<file path="src/rtl/core/bbca_pkg.sv">
// Package for the byte bin color averager: bin record type, queue status,
// class colors and the saturating sum helper. No dependencies.
`timescale 1ns / 1ps

package bbca_pkg;

    localparam int SUM_W   = 24;
    localparam int CNT_W   = 16;
    localparam int CHAN_W  = 8;
    localparam int MAX_BIN = 65535;
    // quotient bits: 8 result bits plus one saturation bit
    localparam int QUO_W   = CHAN_W + 1;

    localparam logic [CHAN_W-1:0] CTRL_MAX  = 8'h1f;
    localparam logic [CHAN_W-1:0] PRINT_MAX = 8'h7f;
    localparam logic [CHAN_W-1:0] BYTE_FF   = 8'hff;
    localparam logic [CHAN_W-1:0] CLASS_ADD = 8'hf0;
    localparam logic [CHAN_W-1:0] ALL_ADD   = 8'hff;
    localparam logic [CHAN_W-1:0] GRAY_RB   = 8'd20;
    localparam logic [CHAN_W-1:0] CHAN_MAX  = 8'hff;

    localparam logic REG_BIN_SIZE   = 1'b0;
    localparam logic REG_CLASS_MODE = 1'b1;

    typedef struct packed {
        logic [SUM_W-1:0] red_sum;
        logic [SUM_W-1:0] green_sum;
        logic [SUM_W-1:0] blue_sum;
        logic [CNT_W-1:0] count;
        logic             class_mode;
        logic             last;
    } bin_t;

    typedef struct packed {
        logic full;
        logic empty;
    } q_stat_t;

    function automatic logic [SUM_W-1:0] sat_add(input logic [SUM_W-1:0] s,
                                                 input logic [CHAN_W-1:0] v);
        logic [SUM_W:0] t;
        t = {1'b0, s} + {{(SUM_W-CHAN_W+1){1'b0}}, v};
        sat_add = t[SUM_W] ? {SUM_W{1'b1}} : t[SUM_W-1:0];
    endfunction

endpackage

</file>
<file path="src/rtl/core/bbca_front.sv">
// Front end: config registers, byte classing and per-bin accumulation.
// Depends on bbca_pkg; pushes closed bins into bbca_queue.
`timescale 1ns / 1ps

module bbca_front
    import bbca_pkg::*;
(
    input  logic              clk,
    input  logic              rst_n,
    input  logic              in_valid,
    output logic              in_stall,
    input  logic [CHAN_W-1:0] byte_value,
    input  logic              end_of_data,
    input  logic              wr_en,
    input  logic              wr_index,
    input  logic [CNT_W-1:0]  wr_data,
    input  q_stat_t           q_stat,
    output logic              push,
    output bin_t              push_data
);

    logic [CNT_W-1:0] bin_size_reg, bin_size_next;
    logic             class_mode_reg, class_mode_next;
    logic [SUM_W-1:0] red_sum_reg, red_sum_next;
    logic [SUM_W-1:0] green_sum_reg, green_sum_next;
    logic [SUM_W-1:0] blue_sum_reg, blue_sum_next;
    logic [CNT_W-1:0] count_reg, count_next;

    logic             accept;
    logic             emit;
    logic [CNT_W-1:0] eff_bin;
    logic [CNT_W-1:0] count_inc;
    logic [SUM_W-1:0] red_acc, green_acc, blue_acc;

    assign in_stall = q_stat.full;
    assign accept   = in_valid && !in_stall;

    always_comb
    begin
        eff_bin = (bin_size_reg == '0) ? CNT_W'(1) : bin_size_reg;
        if (32'(eff_bin) > MAX_BIN)
        begin
            eff_bin = CNT_W'(MAX_BIN);
        end
    end

    always_comb
    begin
        red_acc   = red_sum_reg;
        green_acc = green_sum_reg;
        blue_acc  = blue_sum_reg;
        if (class_mode_reg)
        begin
            priority if (byte_value == '0)
            begin
                red_acc = red_sum_reg;
            end
            else if (byte_value <= CTRL_MAX)
            begin
                blue_acc = sat_add(blue_sum_reg, CLASS_ADD);
            end
            else if (byte_value <= PRINT_MAX)
            begin
                green_acc = sat_add(green_sum_reg, CLASS_ADD);
            end
            else if (byte_value != BYTE_FF)
            begin
                red_acc = sat_add(red_sum_reg, CLASS_ADD);
            end
            else
            begin
                red_acc   = sat_add(red_sum_reg, ALL_ADD);
                green_acc = sat_add(green_sum_reg, ALL_ADD);
                blue_acc  = sat_add(blue_sum_reg, ALL_ADD);
            end
        end
        else
        begin
            green_acc = sat_add(green_sum_reg, byte_value);
        end
    end

    // count cannot wrap: a bin closes no later than at the effective size
    assign count_inc = count_reg + CNT_W'(1);
    assign emit      = end_of_data || (count_inc >= eff_bin);
    assign push      = accept && emit;

    always_comb
    begin
        push_data.red_sum    = red_acc;
        push_data.green_sum  = green_acc;
        push_data.blue_sum   = blue_acc;
        push_data.count      = count_inc;
        push_data.class_mode = class_mode_reg;
        push_data.last       = end_of_data;
    end

    always_comb
    begin
        bin_size_next   = bin_size_reg;
        class_mode_next = class_mode_reg;
        red_sum_next    = red_sum_reg;
        green_sum_next  = green_sum_reg;
        blue_sum_next   = blue_sum_reg;
        count_next      = count_reg;
        if (wr_en)
        begin
            unique case (wr_index)
                REG_BIN_SIZE:   bin_size_next   = wr_data;
                REG_CLASS_MODE: class_mode_next = wr_data[0];
                default:        bin_size_next   = bin_size_reg;
            endcase
        end
        if (accept)
        begin
            if (emit)
            begin
                red_sum_next   = '0;
                green_sum_next = '0;
                blue_sum_next  = '0;
                count_next     = '0;
            end
            else
            begin
                red_sum_next   = red_acc;
                green_sum_next = green_acc;
                blue_sum_next  = blue_acc;
                count_next     = count_inc;
            end
        end
    end

    always_ff @(posedge clk or negedge rst_n)
    begin
        if (!rst_n)
        begin
            bin_size_reg   <= CNT_W'(1);
            class_mode_reg <= 1'b1;
            red_sum_reg    <= '0;
            green_sum_reg  <= '0;
            blue_sum_reg   <= '0;
            count_reg      <= '0;
        end
        else
        begin
            bin_size_reg   <= bin_size_next;
            class_mode_reg <= class_mode_next;
            red_sum_reg    <= red_sum_next;
            green_sum_reg  <= green_sum_next;
            blue_sum_reg   <= blue_sum_next;
            count_reg      <= count_next;
        end
    end

endmodule

</file>
<file path="src/rtl/core/bbca_queue.sv">
// Short FIFO of closed bins between front and back end.
// Depends on bbca_pkg for the bin record and status types.
`timescale 1ns / 1ps

module bbca_queue
    import bbca_pkg::*;
#(
    parameter int DEPTH = 2
)
(
    input  logic    clk,
    input  logic    rst_n,
    input  logic    push,
    input  bin_t    push_data,
    input  logic    pop,
    output bin_t    pop_data,
    output q_stat_t q_stat
);

    localparam int PW = (DEPTH > 1) ? $clog2(DEPTH) : 1;
    localparam int CW = $clog2(DEPTH + 1);

    bin_t          entry_reg [DEPTH];
    logic [PW-1:0] wr_ptr_reg, wr_ptr_next;
    logic [PW-1:0] rd_ptr_reg, rd_ptr_next;
    logic [CW-1:0] fill_reg, fill_next;

    assign q_stat.full  = (fill_reg == CW'(DEPTH));
    assign q_stat.empty = (fill_reg == '0);
    assign pop_data     = entry_reg[rd_ptr_reg];

    always_comb
    begin
        wr_ptr_next = wr_ptr_reg;
        rd_ptr_next = rd_ptr_reg;
        fill_next   = fill_reg;
        if (push)
        begin
            wr_ptr_next = (wr_ptr_reg == PW'(DEPTH - 1)) ? '0 : wr_ptr_reg + PW'(1);
        end
        if (pop)
        begin
            rd_ptr_next = (rd_ptr_reg == PW'(DEPTH - 1)) ? '0 : rd_ptr_reg + PW'(1);
        end
        if (push && !pop)
        begin
            fill_next = fill_reg + CW'(1);
        end
        else if (pop && !push)
        begin
            fill_next = fill_reg - CW'(1);
        end
    end

    always_ff @(posedge clk)
    begin
        if (push)
        begin
            entry_reg[wr_ptr_reg] <= push_data;
        end
    end

    always_ff @(posedge clk or negedge rst_n)
    begin
        if (!rst_n)
        begin
            wr_ptr_reg <= '0;
            rd_ptr_reg <= '0;
            fill_reg   <= '0;
        end
        else
        begin
            wr_ptr_reg <= wr_ptr_next;
            rd_ptr_reg <= rd_ptr_next;
            fill_reg   <= fill_next;
        end
    end

    a_no_push_full: assert property (@(posedge clk) disable iff (!rst_n)
        q_stat.full |-> !push)
        else $error("bin pushed into full queue");

    a_no_pop_empty: assert property (@(posedge clk) disable iff (!rst_n)
        q_stat.empty |-> !pop)
        else $error("bin popped from empty queue");

    a_fill_bound: assert property (@(posedge clk) disable iff (!rst_n)
        fill_reg <= CW'(DEPTH))
        else $error("queue fill count beyond depth");

endmodule

</file>
<file path="src/rtl/core/bbca_back.sv">
// Back end: bit-serial restoring divide of three channel sums by the byte
// count, saturation, gray override and the output register. Uses bbca_pkg.
`timescale 1ns / 1ps

module bbca_back
    import bbca_pkg::*;
(
    input  logic              clk,
    input  logic              rst_n,
    input  q_stat_t           q_stat,
    input  bin_t              pop_data,
    output logic              pop,
    output logic              out_valid,
    input  logic              out_stall,
    output logic [CHAN_W-1:0] red,
    output logic [CHAN_W-1:0] green,
    output logic [CHAN_W-1:0] blue,
    output logic              final_pixel
);

    typedef enum logic [2:0] {
        ST_IDLE = 3'b001,
        ST_DIV  = 3'b010,
        ST_HOLD = 3'b100
    } state_t;

    localparam int STEP_W = $clog2(QUO_W);

    state_t            state_reg, state_next;
    logic [STEP_W-1:0] step_reg, step_next;
    logic [SUM_W-1:0]  rem_reg [3];
    logic [SUM_W-1:0]  rem_next [3];
    logic [QUO_W-1:0]  quo_reg [3];
    logic [QUO_W-1:0]  quo_next [3];
    logic [SUM_W-1:0]  div_reg, div_next;
    logic              mode_reg, mode_next;
    logic              last_reg, last_next;

    logic              out_valid_reg, out_valid_next;
    logic [CHAN_W-1:0] red_reg, red_next;
    logic [CHAN_W-1:0] green_reg, green_next;
    logic [CHAN_W-1:0] blue_reg, blue_next;
    logic              final_reg, final_next;

    logic              out_free;
    logic [CHAN_W-1:0] chan_res [3];

    assign out_free = !out_valid_reg || !out_stall;

    // a set top quotient bit means the mean is 256 or more
    always_comb
    begin
        for (int i = 0; i < 3; i++)
        begin
            chan_res[i] = quo_reg[i][CHAN_W] ? CHAN_MAX : quo_reg[i][CHAN_W-1:0];
        end
    end

    always_comb
    begin
        state_next     = state_reg;
        step_next      = step_reg;
        div_next       = div_reg;
        mode_next      = mode_reg;
        last_next      = last_reg;
        rem_next       = rem_reg;
        quo_next       = quo_reg;
        pop            = 1'b0;
        out_valid_next = out_valid_reg && out_stall;
        red_next       = red_reg;
        green_next     = green_reg;
        blue_next      = blue_reg;
        final_next     = final_reg;
        unique case (state_reg)
            ST_IDLE:
            begin
                if (!q_stat.empty)
                begin
                    pop         = 1'b1;
                    rem_next[0] = pop_data.red_sum;
                    rem_next[1] = pop_data.green_sum;
                    rem_next[2] = pop_data.blue_sum;
                    for (int i = 0; i < 3; i++)
                    begin
                        quo_next[i] = '0;
                    end
                    div_next   = {pop_data.count, {CHAN_W{1'b0}}};
                    step_next  = STEP_W'(QUO_W - 1);
                    mode_next  = pop_data.class_mode;
                    last_next  = pop_data.last;
                    state_next = ST_DIV;
                end
            end
            ST_DIV:
            begin
                for (int i = 0; i < 3; i++)
                begin
                    if (rem_reg[i] >= div_reg)
                    begin
                        rem_next[i] = rem_reg[i] - div_reg;
                        quo_next[i] = {quo_reg[i][QUO_W-2:0], 1'b1};
                    end
                    else
                    begin
                        quo_next[i] = {quo_reg[i][QUO_W-2:0], 1'b0};
                    end
                end
                div_next = div_reg >> 1;
                if (step_reg == '0)
                begin
                    state_next = ST_HOLD;
                end
                else
                begin
                    step_next = step_reg - STEP_W'(1);
                end
            end
            ST_HOLD:
            begin
                if (out_free)
                begin
                    out_valid_next = 1'b1;
                    red_next       = mode_reg ? chan_res[0] : GRAY_RB;
                    green_next     = chan_res[1];
                    blue_next      = mode_reg ? chan_res[2] : GRAY_RB;
                    final_next     = last_reg;
                    state_next     = ST_IDLE;
                end
            end
            default:
            begin
                state_next = ST_IDLE;
            end
        endcase
    end

    always_ff @(posedge clk)
    begin
        rem_reg   <= rem_next;
        quo_reg   <= quo_next;
        div_reg   <= div_next;
        mode_reg  <= mode_next;
        last_reg  <= last_next;
        red_reg   <= red_next;
        green_reg <= green_next;
        blue_reg  <= blue_next;
        final_reg <= final_next;
    end

    always_ff @(posedge clk or negedge rst_n)
    begin
        if (!rst_n)
        begin
            state_reg     <= ST_IDLE;
            step_reg      <= '0;
            out_valid_reg <= 1'b0;
        end
        else
        begin
            state_reg     <= state_next;
            step_reg      <= step_next;
            out_valid_reg <= out_valid_next;
        end
    end

    assign out_valid   = out_valid_reg;
    assign red         = red_reg;
    assign green       = green_reg;
    assign blue        = blue_reg;
    assign final_pixel = final_reg;

    a_step_range: assert property (@(posedge clk) disable iff (!rst_n)
        (state_reg == ST_DIV) |-> (step_reg <= STEP_W'(QUO_W - 1)))
        else $error("divide step counter out of range");

    a_pop_only_idle: assert property (@(posedge clk) disable iff (!rst_n)
        pop |=> (state_reg == ST_DIV))
        else $error("bin popped without starting a divide");

endmodule

</file>
<file path="src/rtl/core/byte_bin_color_averager_top.sv">
// Byte bin color averager, top level: front end, bin queue, divide back end.
// Throughput: one byte per cycle in while the queue is not full; the back end takes one bin at a time
// (load, 9 divide steps, output load), so short bins fill the queue and stall the input.
// Reset (rst_n, async low): sums, counts, queue fill and out_valid cleared; bin_size 1, class_mode 1.
`timescale 1ns / 1ps

module byte_bin_color_averager_top
    import bbca_pkg::*;
#(
    parameter int QUEUE_DEPTH = 2
)
(
    input  logic              clk,
    input  logic              rst_n,
    input  logic              in_valid,
    output logic              in_stall,
    input  logic [CHAN_W-1:0] byte_value,
    input  logic              end_of_data,
    output logic              out_valid,
    input  logic              out_stall,
    output logic [CHAN_W-1:0] red,
    output logic [CHAN_W-1:0] green,
    output logic [CHAN_W-1:0] blue,
    output logic              final_pixel,
    input  logic              wr_en,
    input  logic              wr_index,
    input  logic [CNT_W-1:0]  wr_data
);

    q_stat_t q_stat;
    logic    push;
    logic    pop;
    bin_t    push_data;
    bin_t    pop_data;

    bbca_front u_front (
        .clk         (clk),
        .rst_n       (rst_n),
        .in_valid    (in_valid),
        .in_stall    (in_stall),
        .byte_value  (byte_value),
        .end_of_data (end_of_data),
        .wr_en       (wr_en),
        .wr_index    (wr_index),
        .wr_data     (wr_data),
        .q_stat      (q_stat),
        .push        (push),
        .push_data   (push_data)
    );

    bbca_queue #(
        .DEPTH (QUEUE_DEPTH)
    ) u_queue (
        .clk       (clk),
        .rst_n     (rst_n),
        .push      (push),
        .push_data (push_data),
        .pop       (pop),
        .pop_data  (pop_data),
        .q_stat    (q_stat)
    );

    bbca_back u_back (
        .clk         (clk),
        .rst_n       (rst_n),
        .q_stat      (q_stat),
        .pop_data    (pop_data),
        .pop         (pop),
        .out_valid   (out_valid),
        .out_stall   (out_stall),
        .red         (red),
        .green       (green),
        .blue        (blue),
        .final_pixel (final_pixel)
    );

endmodule
</file>
<file path="config.mk">
export PLATFORM = sky130hd
export DESIGN_NAME = byte_bin_color_averager_top
export DESIGN_NICKNAME = d
export VERILOG_FILES = /design/src/rtl/core/bbca_pkg.sv /design/src/rtl/core/bbca_front.sv /design/src/rtl/core/bbca_queue.sv /design/src/rtl/core/bbca_back.sv /design/src/rtl/core/byte_bin_color_averager_top.sv
export SDC_FILE = /design/constraint.sdc
export NUM_CORES = 1
export LEC_CHECK = 0
export BUFFER_PORTS_ARGS = -buffer_cell sky130_fd_sc_hd__buf_4
export CORE_MARGIN = 1
export CORE_UTILIZATION = 34
export CTS_CLUSTER_DIAMETER = 120
export DETAILED_ROUTE_END_ITERATION = 10
export GPL_ROUTABILITY_DRIVEN = 0
export HOLD_SLACK_MARGIN = 0.1
export PLACE_DENSITY_LB_ADDON = 0.25
export SLEW_MARGIN = 20
export SYNTH_ARGS = -nofsm -noshare
export SYNTH_HDL_FRONTEND = slang
export SYNTH_SLANG_ARGS = --single-unit
</file>
<file path="constraint.sdc">
create_clock -name clk -period 9.59 [get_ports clk]
set_clock_uncertainty 0.1 [all_clocks]
set_input_delay 1.918 -clock clk [delete_from_list [all_inputs] [get_ports clk]]
set_output_delay 1.918 -clock clk [all_outputs]
set_load 0.02 [all_outputs]
</file>
==> flow_summary.yaml, run 1 <==
route:
  drt_iter0_drc: 1673
  via_per_inst: 5.58
  ant_nets: 0
  post_drt_wl_per_cell_um: 20.1
  via_count: 18700
  wl_mm: 67.2
  dr.pass1.iters: 5
  drc_errors: 0
setup_path:
  critical_path_buf_inv_count: 2
  criticalPathCategory: "register to register"
  critPathTopFamily: "simple AND/OR/NAND/NOR gates"
  critPathLaunchType: "register"
  crit_arrival_ns: 5.28
  cpMostUsedCell: "nand3_1"
  cp_max_fo: 72
  worst_ep_required_time_ns: 9.70
  cpPeakStageDelay_ns: 0.79
  crit_path_end_kind: "register"
  path_cells: "ha_1 -> nand3_1 -> nor2_1 -> nand3_1 -> nor2_1 -> nand3_1 -> xnor2_1 -> ha_1 -> nand3_1 -> o21ai_0 -> a21o_1 -> buf_4 -> and3_4 -> buf_4"
  crit_slowest_cell: "buf_4"
  reg2reg_slack_ns: 4.42
die:
  io_pins: 58
  dieArea_mm2: 0.0735
  initial_core_util_pct: 34.4
  die_h_um: 271
  die_w_um: 271
  coreArea_mm2: 0.0716
  rows: 98
sta:
  hold_viol: 0
  setup_viol: 0
  finalCriticalPeriod_ns: 5.17
  grt_setup_unrepaired: "no"
  tightestPinTransition_ns: 1.11
  timing.hold.ws_ns: 0.322
  max_freq_mhz: 193
  period_share_pct: 53.9
  finalSetupTns_ns: 0
  slew_viol_final: 0
  relSlewSlack_pct: 25.2
clock_network:
  cts.htree.levels: 2
  clkLatencyLatePin_ns: 0.61
  cts_hold_buf: 0
  post_cts_resized: 0
  cts_tree: "yes"
  clk_pin_slew_ns: 0.06
  clockBufferDepth: 3
  numCtsBuffers: 49
  postCtsSetupBuffers: 0
  cts_root_buffer: "clkbuf_16"
  cts.sinks: 447
synthesis:
  yosysWarnings: 0
  synth_cell_types: 85
  avgSynthCellArea_um2: 10.6
  synth_top_family_by_area: "compound AO/OA/AOI/OAI gates"
  synth_fa_ha_area_share_pct: 5.71
  synth.area.top_cells: "edfxtp_1 40%, dfrtp_1 12%, ha_1 5.4%"
  synth_flop_cell: "edfxtp_1"
  syn_inst: 2330
  ys_async_sr_fraction_pct: 26.2
  yosys.area_share.simple_pct: 15.1
  synth.yosys.seq_area_share_pct: 52.2
  postSynthNetCount: 2471
  synth_top_area_cell: "edfxtp_1"
  syn_area_mm2: 0.0246
  synthXorXnorAreaFrac_pct: 2.45
  yosys.area.top_type_share_pct: 40.3
  ys_seq_elements: 447
  synth_enable_flop_cells: 330
  post_synth_mux_area_share_pct: 3.10
  synth-compound-area-share_pct: 18.2
grt:
  grt_max_degree: 80
  antenna_found_initial: 2
  grt_pass1_wl_mm: 104
  grt_pass1_vias: 17800
  grtUsageMet1_pct: 26.3
  gr-usage-met2_pct: 27.5
  grt_util_all_layers_pct: 18.0
  grt_overflow: 0
  grt-busiest-layer: "met2"
  grt_util_met3_pct: 2.25
status:
  status: "complete, no violations"
place:
  port_buffers: 57
  place_hpwl_mm: 47.1
  dp.cells: 3254
final_layout:
  drive_gt1_share_pct: 10.0
  largest_reg_flops: 180
  layout.nets: 2496
  stdcell_count: 3344
  area_growth_pct: 12.3
min_path:
  worstHoldPathType: "register to register"
run:
  drv_cap: 0
power_and_ir_drop:
  cellLeakagePower_uw: 0.0104
  p_total_uw: 9440
  powerDensity_mw_per_mm2: 341
  ir_drop_uv: 199
## layer usage
metal / vias to the layer above / wire length (um) / part of all wire [%]
li1: 8846 / - / -
met1: 9070 / 32300 / 48
met2: 634 / 29600 / 44
met3: 112 / 3580 / 5.3
met4: 0 / 1740 / 2.6
met5: - / 0 / 0
## cell families after synthesis
logic type / after synthesis
xor gates and xnor gates: 69
buffers and inverters: 210
and+or+nand+nor: 744
muxes: 74
AOI/OAI and AO/OA: 676
adders and majority gates: 110
DFF: 447
## layout by cell type (no fill, tap or decap), types with 19 or more instances in the layout
master     netlist  final
nor2b_1         34     34
clkbuf_16        0     50
a211oi_1        51     50
a22o_1          47     47
nor3_1          50     48
o31ai_1         36     36
o21a_1          38     38
xnor2_1         37     37
xor2_1          32     32
nand4_1         35     35
a31oi_1         19     19
dfrtp_1        114    113
a21oi_1        121    119
buf_4            0     81
or3_1           19     19
or2_2           22     22
edfxtp_1       330    330
o21ai_0        190    188
a21o_1          36     36
and2_1          39     38
mux2i_1         56     56
nor4_1          20     20
inv_1          103    103
nand2_1        241    239
nor2_1         129    128
nand3_1         72     72
ha_1           106    106
## where the power goes
part	leakage (uW)	switching, uW	total (uW)	internal (uW)
Clock	0.000763	826	1870	1040
Sequential	0.00466	344	3200	2850
Combinational	0.00499	2780	4370	1590
## worst paths after layout
kind | startpoint | end | cells after the start
setup / recovery | u_front.count_reg[0] | u_queue.entry_reg[1][51] | 14
hold / removal | u_back.last_reg | u_back.final_pixel | 0
setup reg to reg | u_front.count_reg[0] | u_queue.entry_reg[1][51] | 14
hold reg to reg | u_back.last_reg | u_back.final_pixel | 0
max in group asynchronous | rst_n | u_front.green_sum_reg[8] | 2
min in group asynchronous | rst_n | u_front.count_reg[1] | 1
## layout make-up
| class | count | area [um2] |
|---|---|---|
| sequential | 447 | 12800 |
| clock buffer | 54 | 1270 |
| clock inverter | 35 | 308 |
| multi-input combinational | 1673 | 11000 |
| inverter | 103 | 387 |
| antenna | 1 | 2.50 |
| fill | 7036 | 44000 |
| tap | 950 | 1190 |
| timing repair buffer | 81 | 608 |
## worst register-to-register path, delay by kind of cell, from the launching register on
family                     cells  cell delay [ns]
AOI/OAI and AO/OA              2             0.67
xor gates and xnor gates       1             0.32
adders and majority gates      2             0.48
buffers and inverters          2             1.10
DFF                            1             0.45
and+or+nand+nor                7             1.56
## Yosys cell counts, drive strengths merged (11+ instances only)
cell type and instances:
a21o 36, mux2i 56, nor2 131, a21oi 122, o21ai 191, xor2 32
o21a 38, dfrtp 114, edfxtp 330, a22o 47, or2 23, o2111ai 11
mux2 18, and3 19, o31ai 37, clkbuf 84, nor4 21, nor2b 34
nor3b 14, nand2b 11, nor3 50, and2 40, buf 23, a31oi 19
nand2 241, a22oi 13, nand3 72, a211oi 51, inv 103, nand4 36
or3 19, xnor2 37, ha 106, o22ai 11
## through the flow
step / setup WS (ns) / utilization [%] / instance area (um2)
final: 4.42 / 38.6 / 27600
after global routing: 4.01 / 38.6 / 27600
after CTS: 4.47 / 38.6 / 27600
after detailed placement: 4.51 / 36.4 / 26100
after global placement: 4.59 / 36.4 / 26100
after floorplan: 2.71 / - / 24600
(Power assumes the default switching activity.)
==> run 2, diff against run 1 <==
- ABC_AREA: not set -> 1
- clock period: 9.59 -> 5 ns (I/O delays scaled with it)
==> run 2 against run 1 <==
  * Synthesized area increased by 12%
  * Via count is 24% higher
  * Final area up 12%
  * Clock power is 120% higher
  * Combinational power is 130% higher
  * Largest power group unchanged
==> flow_summary.yaml, run 2 <==
synthesis:
  synth_top_area_cell: "edfxtp_1"
  yosysWarnings: 0
  syn_inst: 3505
  yosys.area.top_type_share_pct: 36.0
  synth_flop_cell: "edfxtp_1"
  synth.area.top_cells: "edfxtp_1 36%, nand2_1 15%, dfrtp_1 10%"
  synthTopCellsByCount: "1128 x nand2_1, 371 x inv_1, 330 x edfxtp_1"
  synth_most_common_cell: "nand2_1"
  synth_enable_flop_cells: 330
  syn_area_mm2: 0.0275
  avgSynthCellArea_um2: 7.85
  ys_async_sr_fraction_pct: 26.2
  synth_cell_types: 53
  synth.yosys.seq_area_share_pct: 46.6
  ys_seq_elements: 447
  postSynthNetCount: 3646
clock_network:
  postCtsSetupBuffers: 0
  cts_hold_buf: 0
  clockBufferDepth: 3
  cts.sinks: 447
  clk_pin_slew_ns: 0.07
  cts_root_buffer: "clkbuf_16"
  post_cts_resized: 0
  clkLatencyLatePin_ns: 0.62
  cts.htree.levels: 2
  cts_tree: "yes"
  numCtsBuffers: 52
setup_path:
  cpPeakStageDelay_ns: 0.40
  crit_end: "u_queue.fill_reg[1]"
  worst_ep_required_time_ns: 5.39
  timing.rr.start: "u_front.count_reg[2]"
  reg2reg_depth: 16
  crit_path_end_kind: "register"
  reg2reg_slack_ns: 0.77
  cp.depth: 16
  critical_path_buf_inv_count: 1
  crit_arrival_ns: 4.62
  r2r-end: "u_queue.fill_reg[1]"
  criticalPathCategory: "register to register"
  cp-startpoint: "u_front.count_reg[2]"
  critPathTopFamily: "simple AND/OR/NAND/NOR gates"
  cpMostUsedCell: "a21oi_1"
  crit_slowest_cell: "dfrtp_1"
  path_cells: "nand3_1 -> nor3_1 -> nand3_1 -> nor4_1 -> xor2_1 -> ha_1 -> a21oi_1 -> o21ai_0 -> a21oi_1 -> nand4_1 -> nand2_1 -> inv_1 -> ha_1 -> a21oi_1 -> o21ai_0 -> xor2_1"
  cp_max_fo: 4
  critPathLaunchType: "register"
final_layout:
  drive_gt1_share_pct: 7.40
  area_growth_pct: 12.7
  largest_reg_flops: 180
  final_cell_mix: "1127 x nand2_1, 371 x inv_1, 330 x edfxtp_1"
  final_common_cell: "nand2_1"
  fillers: 8177
  layout.nets: 3692
power_and_ir_drop:
  p_int_uw: 11100
  p_total_uw: 20400
  powerDensity_mw_per_mm2: 657
  cellLeakagePower_uw: 0.0136
  comb_power_share_pct: 49.7
  ir_drop_uv: 277
  power.net_switching_uw: 9320
  seq_power_share_pct: 30.2
  p_sw_share_pct: 45.7
  p_clk_share_pct: 20.1
grt:
  grt_pass1_wl_mm: 123
  grt_pass1_vias: 21300
  grt_util_all_layers_pct: 19.1
  grt_overflow: 0
  antenna_found_initial: 1
  grt_max_degree: 83
die:
  rows: 103
  die_w_um: 287
  initial_core_util_pct: 34.6
  dieArea_mm2: 0.0821
  io_pins: 58
  die_h_um: 287
  coreArea_mm2: 0.0795
sta:
  hold_viol: 0
  max_freq_mhz: 236
  tightestPinTransition_ns: 1.03
  grt_setup_unrepaired: "no"
  relSlewSlack_pct: 30.4
  setup_viol: 0
  finalCriticalPeriod_ns: 4.23
  timing.hold.ws_ns: 0.313
  slew_viol_final: 0
  period_share_pct: 84.6
route:
  wl_mm: 78.9
  via_per_inst: 4.98
  drt_iter0_drc: 2045
  via_count: 23100
  ant_nets: 0
  dr.pass1.iters: 6
  drc_errors: 0
  post_drt_wl_per_cell_um: 17.0
place:
  place_hpwl_mm: 57.2
  port_buffers: 57
min_path:
  worstHoldPathType: "input port to asynchronous set/reset pin"
run:
  drv_cap: 0
status:
  status: "complete, no violations"
[run 2: changes by cell type in the layout (fill, tap and decap cells not counted), moves of 36 or more]
cell      previous run  this run
a21oi_1            119       155
nor2_1             128       318
nand3_1             72       262
a211oi_1            50         0
nand2_1            239      1127
a22o_1              47         0
inv_1              103       371
mux2i_1             56         9
[run 2: layout make-up]
class	count	area [um2]	area share (%)
Timing Repair Buffer	91	749	2.42
Clock buffer	56	1340	4.31
Sequential cell	447	12800	41.4
Inverter	387	1460	4.69
Tap cell	1050	1310	4.23
Clock inverter	40	495	1.60
Multi-Input combinational cell	2572	12800	41.3
Antenna cell	2	5.00	0.0161
[run 2: per-stage QoR]
| stage | TNS (ns) | util, % | setup slack, ns | cell area, um2 | cells |
|---|---|---|---|---|---|
| 2_1_floorplan | -26.88 | - | -0.159 | 27500 | 3505 |
| 3_3_place_gp | 0 | 36.7 | 0.685 | 29200 | 4547 |
| 3_5_place_dp | 0 | 36.7 | 0.705 | 29200 | 4547 |
| 4_1_cts | 0 | 39.0 | 0.694 | 31000 | 4643 |
| 5_1_grt | 0 | 39.0 | 0.330 | 31000 | 4643 |
| 6_report | 0 | 39.0 | 0.768 | 31000 | 4645 |
[run 2: worst min path at each step]
stage                   startpoint                        to  slack [ns]  cells after the start
3_5_place_dp       u_back.last_reg        u_back.final_pixel        0.31                      0
6_report                     rst_n  u_front.green_sum_reg[3]        0.31                      1
4_1_cts            u_back.last_reg        u_back.final_pixel        0.32                      0
3_3_place_gp       u_back.last_reg        u_back.final_pixel        0.30                      0
2_1_floorplan  u_queue.fill_reg[1]       u_back.state_reg[0]        0.30                      1
5_1_grt            u_back.last_reg        u_back.final_pixel        0.34                      0
[run 2: cells by family after synthesis]
| kind of cell | after synthesis | synth area share [%] |
|---|---|---|
| adder cells (fa/ha/maj) | 110 | 5.11 |
| AND/OR/NAND/NOR | 1899 | 29.0 |
| flip-flops | 447 | 46.6 |
| buffers and inverters | 486 | 6.94 |
| AO/OA/AOI/OAI | 481 | 9.69 |
| XOR/XNOR | 73 | 2.32 |
| multiplexers | 9 | 0.327 |
[run 2: power groups by stage]
| stage | Sequential (uW) | Combinational (uW) | Clock [uW] |
|---|---|---|---|
| after floorplan | 5990 | 7220 | 0 |
| after global placement | 6200 | 10000 | 0 |
| after detailed placement | 6220 | 10000 | 0 |
| after CTS | 6160 | 10100 | 4210 |
| after global routing | 6260 | 11400 | 4340 |
| final | 6150 | 10100 | 4110 |
[run 2: worst reg2reg max path: cells and delay by family, from the launching register on]
| kind | cells | cell delay [ns] |
|---|---|---|
| AO/OA/AOI/OAI | 5 | 0.69 |
| adder cells (fa/ha/maj) | 2 | 0.63 |
| AND/OR/NAND/NOR | 6 | 1.74 |
| buffers and inverters | 1 | 0.10 |
| XOR/XNOR | 2 | 0.47 |
| flip-flops | 1 | 0.40 |
[run 2: per-layer routing]
metal | track usage [%] | wire length [um] | vias to the layer above
met5 | 0 | 0 | -
met4 | 5.53 | 2230 | 0
met3 | 2.58 | 4260 | 122
met2 | 29.3 | 33800 | 590
met1 | 27.9 | 38600 | 10700
li1 | - | - | 11700
==> run 3, diff against run 2 <==
- clock period: 5 -> 4.3 ns (I/O delays scaled with it)
==> run 3 against run 2 <==
  * Clock power is 14% higher
  * Worst setup slack worse by 0.31 ns
  * Via count is 0.17% lower
  * Final area is 0.26% higher
  * First-iteration DRC count is 6.4% lower
  * Largest power group unchanged
  * Worst hold slack worse by 0.18 ns
  * Highest routed layer unchanged
==> flow_summary.yaml, run 3 (synthesis gave the netlist of run 2 again) <==
status:
  status: "complete, no violations"
sta:
  timing.final.ws_setup_ns: 0.462
  period_share_pct: 89.3
  grt_setup_unrepaired: "no"
  hold_viol: 0
  max_freq_mhz: 261
  finalSetupTns_ns: 0
  relSlewSlack_pct: 36.1
  finalCriticalPeriod_ns: 3.84
  slew_viol_final: 0
  setup_viol: 0
  tightestPinTransition_ns: 0.958
setup_path:
  cpMostUsedCell: "nand2_1"
  crit_arrival_ns: 4.00
  worst_ep_required_time_ns: 4.46
  critPathLaunchType: "register"
  cp-startpoint: "u_front.count_reg[0]"
  cp_max_fo: 29
  cpPeakStageDelay_ns: 0.40
  cp.depth: 17
  critical_path_buf_inv_count: 3
  timing.rr.start: "u_front.count_reg[0]"
  criticalPathCategory: "register to register"
  crit_path_end_kind: "register"
  crit_slowest_cell: "dfrtp_1"
  path_cells: "ha_1 -> nand3_1 -> nor2_1 -> nand4_1 -> nor2_1 -> nand2_1 -> xor2_1 -> inv_1 -> ha_1 -> nand2_1 -> nor3_1 -> nand3_1 -> nand4_1 -> nand2_1 -> buf_4 -> nor2_4 -> buf_4"
  critPathTopFamily: "simple AND/OR/NAND/NOR gates"
  reg2reg_depth: 17
final_layout:
  fillers: 8094
  seq_area_mm2: 0.0128
  final_area_mm2: 0.0311
  layout.nets: 3700
  drive_gt1_share_pct: 7.64
  area_growth_pct: 13.0
  multi_input_area_mm2: 0.0128
  stdcell_count: 4651
  largest_reg_flops: 180
  insertedDiodeCount: 0
  final_cell_mix: "1127 x nand2_1, 371 x inv_1, 330 x edfxtp_1"
  final_common_cell: "nand2_1"
route:
  ant_nets: 0
  post_drt_wl_per_cell_um: 16.9
  dr.pass1.iters: 6
  drc_errors: 0
  via_per_inst: 4.96
  drt_iter0_drc: 1914
  via_count: 23100
  wl_mm: 78.4
min_path:
  worstHoldPathType: "input port to asynchronous set/reset pin"
grt:
  grt_max_degree: 73
  grt_pass1_vias: 21400
  grt_util_all_layers_pct: 19.0
  grt_overflow: 0
  antenna_found_initial: 1
  grt_pass1_wl_mm: 123
place:
  place_hpwl_mm: 57.7
  dpl_worst_slack_ns: 0.407
  port_buffers: 57
  placed_cell_area_mm2: 0.0293
  dp.cells: 4556
die:
  die_w_um: 287
  dieArea_mm2: 0.0821
  io_pins: 58
  die_h_um: 287
  coreArea_mm2: 0.0795
  rows: 103
  initial_core_util_pct: 34.6
clock_network:
  cts_hold_buf: 0
  post_cts_resized: 0
  cts.sinks: 447
  postCtsSetupBuffers: 0
  clk_pin_slew_ns: 0.08
  clkLatencyLatePin_ns: 0.62
  clockBufferDepth: 3
  cts.htree.levels: 2
  cts_tree: "yes"
  numCtsBuffers: 51
  cts_root_buffer: "clkbuf_16"
power_and_ir_drop:
  cellLeakagePower_uw: 0.0137
  powerDensity_mw_per_mm2: 760
  ir_drop_uv: 432
run:
  drv_cap: 0
## run 3: cell count changes in the layout (fill, tap and decap cells not counted), moves of 2 or more
cell / previous run / this run
clkbuf_1: 3 / 10
clkinv_1: 12 / 5
buf_4: 85 / 91
buf_12: 5 / 8
clkbuf_8: 0 / 2
clkinvlp_4: 3 / 5
diode_2: 2 / 0
## run 3: layout make-up
type,count,share of cell area [%]
multi-input combinational,2572,41.3
tap,1050,4.22
inverter,387,4.68
clock buffer,64,4.39
clock inverter,31,1.41
sequential,447,41.3
timing repair buffer,100,2.75
## run 3: worst paths after layout
check                      slack [ns]                        to
max                              0.46  u_queue.entry_reg[0][11]
min                              0.13  u_front.green_sum_reg[9]
max reg2reg                      0.46  u_queue.entry_reg[0][11]
min reg2reg                      0.33        u_back.final_pixel
max in group asynchronous        3.12       u_back.state_reg[0]
min in group clk                 0.33        u_back.final_pixel
## run 3: report_power, final
| part | total (uW) | internal [uW] | leakage (uW) | switching (uW) |
|---|---|---|---|---|
| Clock | 4680 | 2770 | 0.000860 | 1910 |
| Sequential | 7210 | 6440 | 0.00465 | 765 |
| Combinational | 11800 | 3640 | 0.00817 | 8110 |
| Total | 23600 | 12900 | 0.0137 | 10800 |
## run 3: metrics by stage
step	util [%]	hold WS (ns)	power, uW
after floorplan	-	0.296	15400
after global placement	36.8	0.302	18900
after detailed placement	36.8	0.318	18900
after CTS	39.1	0.160	23700
after global routing	39.1	0.193	25600
final	39.1	0.135	23600
## run 3: routing by layer
metal	part of all wire [%]	up-vias	track usage [%]
li1	-	11700	-
met1	49	10700	28.0
met2	43	604	28.6
met3	5.3	114	2.45
met4	3.1	0	6.44
met5	0	-	0
## run 3: worst register-to-register path: stages (launching register included)
cell and delay (ns):
dfrtp_1 0.40, ha_1 0.20, nand3_1 0.14, nor2_1 0.16
nand4_1 0.16, nor2_1 0.20, nand2_1 0.09, xor2_1 0.17
inv_1 0.10, ha_1 0.28, nand2_1 0.07, nor3_1 0.26
nand3_1 0.13, nand4_1 0.24, nand2_1 0.12, buf_4 0.17
nor2_4 0.11, buf_4 0.37
